==> src/rtl/ngh_pkg.sv <==
// ----------------------------------------------------------------------------
// ngh_pkg: shared types and constants for the n-gram hash histogram
// Opcodes, CRC-32 constants, fixed port widths and parameter defaults.
// ----------------------------------------------------------------------------
`default_nettype none

package ngh_pkg;

    // fixed port widths
    localparam int unsigned OPCODE_W    = 2;
    localparam int unsigned BYTE_W      = 8;
    localparam int unsigned BIN_INDEX_W = 12;
    localparam int unsigned BIN_COUNT_W = 32;
    localparam int unsigned CRC_W       = 32;

    // parameter defaults
    localparam int unsigned MAX_GRAM_DEF    = 6;
    localparam int unsigned HASH_BITS_DEF   = 12;
    localparam int unsigned COUNT_WIDTH_DEF = 32;

    // CRC-32, reflected form
    localparam logic [CRC_W-1:0] CRC_POLY = 32'hEDB8_8320;
    localparam logic [CRC_W-1:0] CRC_INIT = 32'hFFFF_FFFF;

    localparam logic [BYTE_W-1:0] SPACE_CHAR = 8'h20;

    typedef enum logic [OPCODE_W-1:0] {
        OP_TEXT  = 2'd0,
        OP_EOL   = 2'd1,
        OP_READ  = 2'd2,
        OP_CLEAR = 2'd3
    } t_opcode;

endpackage

`default_nettype wire

==> src/rtl/ngh_crc_unit.sv <==
// ----------------------------------------------------------------------------
// ngh_crc_unit: one-byte CRC-32 update
// Feeds one byte into a running reflected CRC-32 register (no final invert).
// ----------------------------------------------------------------------------
`default_nettype none

module ngh_crc_unit (
    input  wire logic [ngh_pkg::CRC_W-1:0]  i_seed,
    input  wire logic [ngh_pkg::BYTE_W-1:0] i_byte,
    output logic      [ngh_pkg::CRC_W-1:0]  o_crc
);
    import ngh_pkg::*;

    always_comb begin
        logic [CRC_W-1:0] v;
        v = i_seed ^ CRC_W'(i_byte);
        for (int b = 0; b < BYTE_W; b++) begin
            if (v[0]) begin
                v = (v >> 1) ^ CRC_POLY;
            end else begin
                v = v >> 1;
            end
        end
        o_crc = v;
    end

endmodule

`default_nettype wire

==> config.mk <==
export PLATFORM = sky130hd
export DESIGN_NAME = ngh_crc_unit
export DESIGN_NICKNAME = d
export VERILOG_FILES = /design/src/rtl/ngh_pkg.sv /design/src/rtl/ngh_crc_unit.sv
export SDC_FILE = /design/constraint.sdc
export NUM_CORES = 1
export LEC_CHECK = 0
export ABC_AREA = 1
export BUFFER_PORTS_ARGS = -buffer_cell sky130_fd_sc_hd__buf_2
export CORE_UTILIZATION = 46
export DETAILED_ROUTE_END_ITERATION = 12
export PLACE_DENSITY = 0.85
export SYNTH_ARGS = -nofsm -noshare
export SYNTH_HDL_FRONTEND = slang
export SYNTH_SLANG_ARGS = --single-unit
==> constraint.sdc <==
create_clock -name vclk -period 1.2
set_input_delay 0.12 -clock vclk [all_inputs]
set_output_delay 0.12 -clock vclk [all_outputs]
set_load 0.02 [all_outputs]
==> results.py, run 1 <==
metrics = {
    "outcome": {
        "status": "did not finish",
        "haltStage": "global routing (5_1_grt)",
        "first-error": "[ERROR DPL-0038] Utilization greater than 100%, impossible to legalize",
    },
    "yosys": {
        "synth_area_per_cell_sq_um": 5.62,
        "syn_nets": 249,
        "synth_cell_types": 12,
        "ys_seq_area_share_pct": 0,
        "synth_cells": 209,
        "syn_area_sq_um": 1170,
        "ys.warnings.count": 0,
    },
    "grt": {
        "grt_max_degree": 8,
    },
    "floorplan": {
        "row_count": 17,
        "ios": 72,
        "start_util_pct": 50.7,
        "fp.dieH_um": 52.5,
        "die_w_um": 52.5,
    },
    "place": {
        "hpwlAfterDp_um": 2810,
        "numPortBuffers": 72,
        "dp_slack_ns": -0.231,
        "place_inst": 334,
        "finalWeightedCongestion": 0.851,
    },
    "cts": {
        "hold_buffers": 0,
    },
}
## stage by stage
stage / setup TNS [ns] / hold WS, ns / instance area [sq um] / utilization [%]
2_1_floorplan: -0.0344 / 0.368 / 1230 / -
3_3_place_gp: -2.08 / 0.522 / 1810 / 78.1
3_5_place_dp: -3.09 / 0.525 / 1810 / 78.1
4_1_cts: -1.22 / 0.525 / 2250 / 97.1
## synth_stat cells
cell type   n  area share, %
nand2_1    98             31
xor2_1     41             31
inv_1      24            7.7
nand2_2    17            9.1
nand3_1     8            3.4
xnor2_1     8            6.0
nand2_4     7            6.7
nand3b_1    2            1.3
inv_2       1           0.32
nand3_2     1           0.85
or2_1       1           0.53
xnor2_4     1            2.3
## cells by family after synthesis
group,after synthesis,synth area share (%)
and+or+nand+nor,134,53.1
xor gates and xnor gates,50,38.9
buffers and inverters,25,7.99
## timing repair
action,in CTS
gates resized for setup,117
endpoints found under the setup margin,25
endpoints found under the hold margin,0
pin swaps,46
gates cloned,0
buffers inserted,8
==> inputs of run 2 (changes only) <==
CORE_AREA = 2 2 63 65   (was unset)
CORE_UTILIZATION = unset   (was 46)
DIE_AREA = 0 0 65 67   (was unset)
PLACE_DENSITY = unset   (was 0.85)
PLACE_DENSITY_LB_ADDON = 0.15   (was unset)
==> results.py, run 2 <==
metrics = {
    "yosys": {
        "synth_most_common_cell": "nand2_1",
        "synth_cells": 209,
        "yosys-top-cells-count": "nand2_1, xor2_1, inv_1, nand2_2",
        "synth_cell_types": 12,
        "yosysTopAreaCellShare_pct": 31.3,
        "syn_nets": 249,
        "synth_largest_area_cell": "nand2_1",
        "syn_area_sq_um": 1170,
        "ys_seq_area_share_pct": 0,
        "ys.warnings.count": 0,
        "synth_area_per_cell_sq_um": 5.62,
        "synth_area_leaders": "nand2_1, xor2_1, nand2_2",
    },
    "routing": {
        "wl_met1_um": 1550,
        "wl_um": 4140,
        "vias": 1595,
        "drc": 0,
        "met2_length_um": 2440,
        "top_layer": "met4",
        "ant_nets": 0,
        "drt_iter0_markers": 29,
        "wl_per_cell_um": 11.4,
        "dr.pass1.iters": 4,
        "vias_per_cell": 4.39,
        "wl_met3_um": 134,
    },
    "worst_setup_path": {
        "worstSetupEndpointType": "primary output",
        "cpPeakStageDelay_ns": 0.14,
        "path_buf_inv": 3,
        "cp_data_arrival_time_ns": 1.21,
        "crit_path_cell_trace": "buf_4, inv_4, nand2_2, nand2_4, nand2_2, nand2_4, nand2_1, nand2_2, nand2_2, nand2_2, nand2_1, nand2_2, buf_6",
        "crit_fanout": 6,
        "path_class": "in2out",
        "crit_family": "simple AND/OR/NAND/NOR gates",
        "cpMaxStageDelayCell": "nand2_4",
        "crit_top_cell": "nand2_2",
        "startpoint_type": "input pin",
        "worstPathRequired_ns": 1.08,
        "cp.depth": 13,
    },
    "final_layout": {
        "final_cell_mix": "nand2_4, nand2_1, buf_4",
        "nClkBuffers": 0,
        "final_area_sq_um": 2920,
        "utilization_pct": 81.0,
        "syn_to_final_growth_pct": 149,
        "nFillCells": 242,
        "layout-drive-gt1-share_pct": 75.6,
        "design.seq.count": 0,
        "nets": 357,
        "seq_area_sq_um": 0,
        "final_common_cell": "nand2_4",
        "multi_input_area_sq_um": 1780,
        "antenna_cells": 0,
    },
    "floorplan": {
        "core_sq_um": 3610,
        "design.die.area_sq_um": 4360,
        "row_count": 22,
        "die_w_um": 65,
        "fp.dieH_um": 67,
        "ios": 72,
        "start_util_pct": 32.6,
    },
    "timing": {
        "rsz0062_at_grt": "true",
        "layout_setup_ws_ns": -0.132,
        "max-slew-margin-rel_pct": 84.8,
        "hold_viol": 0,
        "clock.fmax_ghz": 0.751,
        "period_share_pct": 111,
        "finalSetupViolCount": 18,
        "report.final.slew_viol_count": 0,
        "fin_tns_setup_ns": -1.28,
        "min_period_ns": 1.33,
        "worstMarginPinSlew_ns": 0.227,
    },
    "min_path": {
        "hold_path_class": "in2out",
        "whs_path_depth": 3,
        "hold_start": "i_seed[10]",
        "min_to": "o_crc[2]",
    },
    "cts": {
        "hold_buffers": 0,
    },
    "grt": {
        "first_global_vias": 1480,
        "antenna_found_initial": 0,
        "grt_pass1_wl_um": 6060,
        "grt_usage_pct": 17.0,
        "grt.overflow.total": 0,
        "grt_max_degree": 7,
    },
    "place": {
        "dp_slack_ns": -0.217,
        "place_area_sq_um": 1840,
        "finalWeightedCongestion": 0.777,
        "numPortBuffers": 72,
        "hpwlAfterDp_um": 2810,
    },
    "power_and_ir_drop": {
        "leakage_nw": 1.56,
        "power-per-cell-area_nw_per_um2": 777,
        "p_total_mw": 2.27,
        "ir_worst_vdd_uv": 488,
    },
    "flow_run": {
        "drv_cap": 0,
    },
    "outcome": {
        "status": "complete, but fails checks",
        "violations": "setup timing",
    },
}
-- run 2: cell counts after synthesis --
No cell type changed its count.
-- run 2: routing by layer --
metal  up-vias  GRT usage, %
li1        819             -
met1       738          19.7
met2        36          35.7
met3         2         0.338
met4         0          1.06
met5         -             0
-- run 2: metrics by stage --
step           std cells  hold slack (ns)
5_1_grt              363            0.534
3_5_place_dp         354            0.526
2_1_floorplan        209            0.368
4_1_cts              358            0.525
6_report             363            0.526
3_3_place_gp         354            0.524
-- run 2: worst max path at each step --
stage	start	to	slack, ns
2_1_floorplan	i_seed[1]	o_crc[20]	-0.02
3_3_place_gp	i_byte[0]	o_crc[23]	-0.20
3_5_place_dp	i_byte[0]	o_crc[23]	-0.22
4_1_cts	i_seed[0]	o_crc[14]	-0.11
5_1_grt	i_byte[0]	o_crc[14]	-0.20
6_report	i_byte[7]	o_crc[20]	-0.13
-- run 2: cell type report --
class / count / area share, %
Multi-Input combinational cell: 184 / 60.8
Timing Repair Buffer: 106 / 31.4
Inverter: 25 / 5.70
Tap cell: 48 / 2.06
-- run 2: timing repair --
item / 4_1_cts / 5_1_grt
setup endpoints to repair: 26 / 26
buffers inserted: 4 / 6
pin swaps: 38 / 72
resized for setup: 106 / 165
-- run 2: logic make-up after synthesis --
group | after synthesis | synth area share [%]
xor gates and xnor gates | 50 | 38.9
buffers and inverters | 25 | 7.99
and+or+nand+nor | 134 | 53.1
-- run 2: power by group --
part | internal [mW] | switching (mW)
clock network | 0 | 0
registers | 0 | 0
logic | 1.07 | 1.20
No activity file was read; power rests on OpenSTA's default activity.
==> inputs of run 3 (changes only) <==
GPL_ROUTABILITY_DRIVEN = 0   (was unset)
PLACE_DENSITY_LB_ADDON = unset   (was 0.15)
SLEW_MARGIN = 20   (was unset)
==> results.py, run 3 (synthesized netlist as in run 2, its figures left out) <==
metrics = {
    "worst_setup_path": {
        "cp_data_arrival_time_ns": 1.27,
        "startpoint_type": "input pin",
        "worstSetupEndpointType": "primary output",
        "cp-startpoint": "i_seed[0]",
        "crit_fanout": 6,
        "path_class": "in2out",
        "worstPathRequired_ns": 1.08,
    },
    "final_layout": {
        "seq_area_sq_um": 0,
        "final_cell_mix": "nand2_2, nand2_1, buf_4",
        "nFillCells": 207,
        "antenna_cells": 0,
        "nets": 363,
        "final_area_sq_um": 2970,
        "syn_to_final_growth_pct": 153,
        "final_common_cell": "nand2_2",
        "design.seq.count": 0,
        "layout-drive-gt1-share_pct": 76.0,
        "nClkBuffers": 0,
    },
    "min_path": {
        "hold_start": "i_seed[19]",
        "hold_path_class": "in2out",
    },
    "floorplan": {
        "core_sq_um": 3610,
        "row_count": 22,
        "design.die.area_sq_um": 4360,
        "start_util_pct": 32.6,
        "fp.dieH_um": 67,
        "ios": 72,
        "die_w_um": 65,
    },
    "power_and_ir_drop": {
        "switchingPower_mw": 1.26,
        "p_total_mw": 2.34,
        "power-per-cell-area_nw_per_um2": 789,
        "switching_share_pct": 53.6,
        "leakage_nw": 1.55,
        "p_comb_share_pct": 100.0,
        "p_clk_share_pct": 0,
        "ir_worst_vdd_uv": 498,
        "p_int_mw": 1.09,
        "p_seq_share_pct": 0,
    },
    "routing": {
        "wl_met1_um": 1970,
        "drc": 0,
        "met2_length_um": 3040,
        "ant_nets": 0,
        "top_layer": "met4",
        "dr.pass1.iters": 4,
        "vias_per_cell": 4.66,
        "drt_iter0_markers": 40,
        "wl_um": 5310,
        "wl_per_cell_um": 14.4,
        "wl_met3_um": 217,
        "vias": 1719,
    },
    "timing": {
        "hold_viol": 0,
        "fin_tns_setup_ns": -2.25,
        "period_share_pct": 116,
        "min_period_ns": 1.39,
        "report.final.slew_viol_count": 0,
        "max-slew-margin-rel_pct": 80.4,
        "finalSetupViolCount": 24,
        "rsz0062_at_grt": "true",
        "clock.fmax_ghz": 0.721,
        "worstMarginPinSlew_ns": 0.294,
        "layout_setup_ws_ns": -0.187,
    },
    "grt": {
        "grt_usage_pct": 17.5,
        "grt_pass1_wl_um": 6210,
        "grt.overflow.total": 0,
        "first_global_vias": 1497,
        "antenna_found_initial": 0,
        "grt_max_degree": 7,
    },
    "cts": {
        "hold_buffers": 0,
    },
    "outcome": {
        "status": "complete, but fails checks",
        "violations": "setup timing",
    },
    "place": {
        "hpwlAfterDp_um": 2770,
        "place_area_sq_um": 1880,
        "numPortBuffers": 72,
    },
    "flow_run": {
        "drv_cap": 0,
    },
}
## run 3: changes by cell type in the layout (fill, tap and decap cells not counted), sizes merged
cell and delta:
inv -1, buf +6, clkinv +1
## run 3: final timing paths
check	endpoint	slack (ns)	depth (start not counted)
setup / recovery	o_crc[17]	-0.19	12
hold / removal	o_crc[11]	0.53	3
## run 3: critical path, cell delays in order
cell and delay (ns):
buf_12 0.10, clkinv_8 0.05, nand2_4 0.08, nand2_8 0.09
nand2_8 0.09, nand2_8 0.07, buf_6 0.12, xnor2_2 0.18
inv_1 0.07, nand2_1 0.07, nand2_1 0.07, buf_6 0.13
## run 3: through the flow
step	util, %	instances	worst slack, ns	hold slack (ns)
4_1_cts	69.3	366	-0.110	0.523
6_report	82.4	369	-0.187	0.527
5_1_grt	82.4	369	-0.238	0.540
3_5_place_dp	52.2	360	-0.233	0.523
2_1_floorplan	-	209	-0.0164	0.368
3_3_place_gp	52.2	360	-0.196	0.522
## run 3: metal layers
metal | up-vias | GRT usage (%)
li1 | 828 | -
met1 | 827 | 20.3
met2 | 56 | 36.3
met3 | 8 | 1.18
met4 | 0 | 0
met5 | - | 0
## run 3: area by class of cell
class / count / area [sq um] / share of cell area, %
inverter: 25 / 161 / 5.43
multi-input combinational: 184 / 1760 / 59.1
tap: 48 / 60.1 / 2.02
timing repair buffer: 112 / 995 / 33.5
## run 3: timing repair
action	4_1_cts	5_1_grt
setup endpoints to repair	26	27
buffers inserted	6	4
pin swaps	43	41
resized for setup	153	108
## run 3: power by group through the flow
stage	Combinational (mW)	Sequential, mW	Clock (mW)
finish	2.34	0	0
CTS	1.99	0	0
global route	2.47	0	0
detailed placement	1.54	0	0
global placement	1.53	0	0
floorplan	1.00	0	0
==> inputs of run 4 (changes only) <==
==> constraint.sdc (replaced) <==
create_clock -name vclk -period 1.2
set_input_delay 0.24 -clock vclk [all_inputs]
set_output_delay 0.24 -clock vclk [all_outputs]
set_load 0.02 [all_outputs]
==> results.py, run 4 <==
metrics = {
    "outcome": {
        "status": "did not finish",
        "haltStage": "global routing (5_1_grt)",
        "first-error": "[ERROR DPL-0038] Utilization greater than 100%, impossible to legalize",
    },
    "yosys": {
        "synth_cell_types": 12,
        "synth_area_per_cell_sq_um": 5.62,
        "synth_largest_area_cell": "nand2_1",
        "syn_nets": 249,
        "syn_area_sq_um": 1170,
        "yosysTopAreaCellShare_pct": 31.3,
        "synth_area_leaders": "nand2_1, xor2_1, nand2_2",
        "ys.warnings.count": 0,
        "synth_most_common_cell": "nand2_1",
        "synth_cells": 209,
        "ys_seq_area_share_pct": 0,
        "yosys-top-cells-count": "nand2_1, xor2_1, inv_1, nand2_2",
    },
    "place": {
        "place_area_sq_um": 2500,
        "numPortBuffers": 72,
        "place_inst": 354,
        "hpwlAfterDp_um": 3130,
    },
    "floorplan": {
        "row_count": 22,
        "ios": 72,
        "start_util_pct": 32.6,
        "fp.dieH_um": 67,
        "die_w_um": 65,
    },
    "timing": {
        "endpoint_type": "primary output",
        "grt_worst_setup_endpoint": "o_crc[18]",
    },
    "cts": {
        "hold_buffers": 0,
    },
    "grt": {
        "grt_max_degree": 8,
    },
}
[run 4: cell counts after synthesis]
No cell type changed its count.
[run 4: logic make-up after synthesis]
kind of cell              Yosys count  share of synthesized area, %
and+or+nand+nor                   134                          53.1
xor gates and xnor gates           50                          38.9
buffers and inverters              25                          7.99
[run 4: timing repair]
action / CTS
setup buffers: 9
pin swaps: 62
resized for setup: 142
endpoints found under the setup margin: 32
[run 4: through the flow]
stage               setup slack [ns]  utilization [%]
floorplan                     -0.113                -
CTS                           -0.445             87.8
detailed placement            -0.537             69.3
global placement              -0.507             69.3
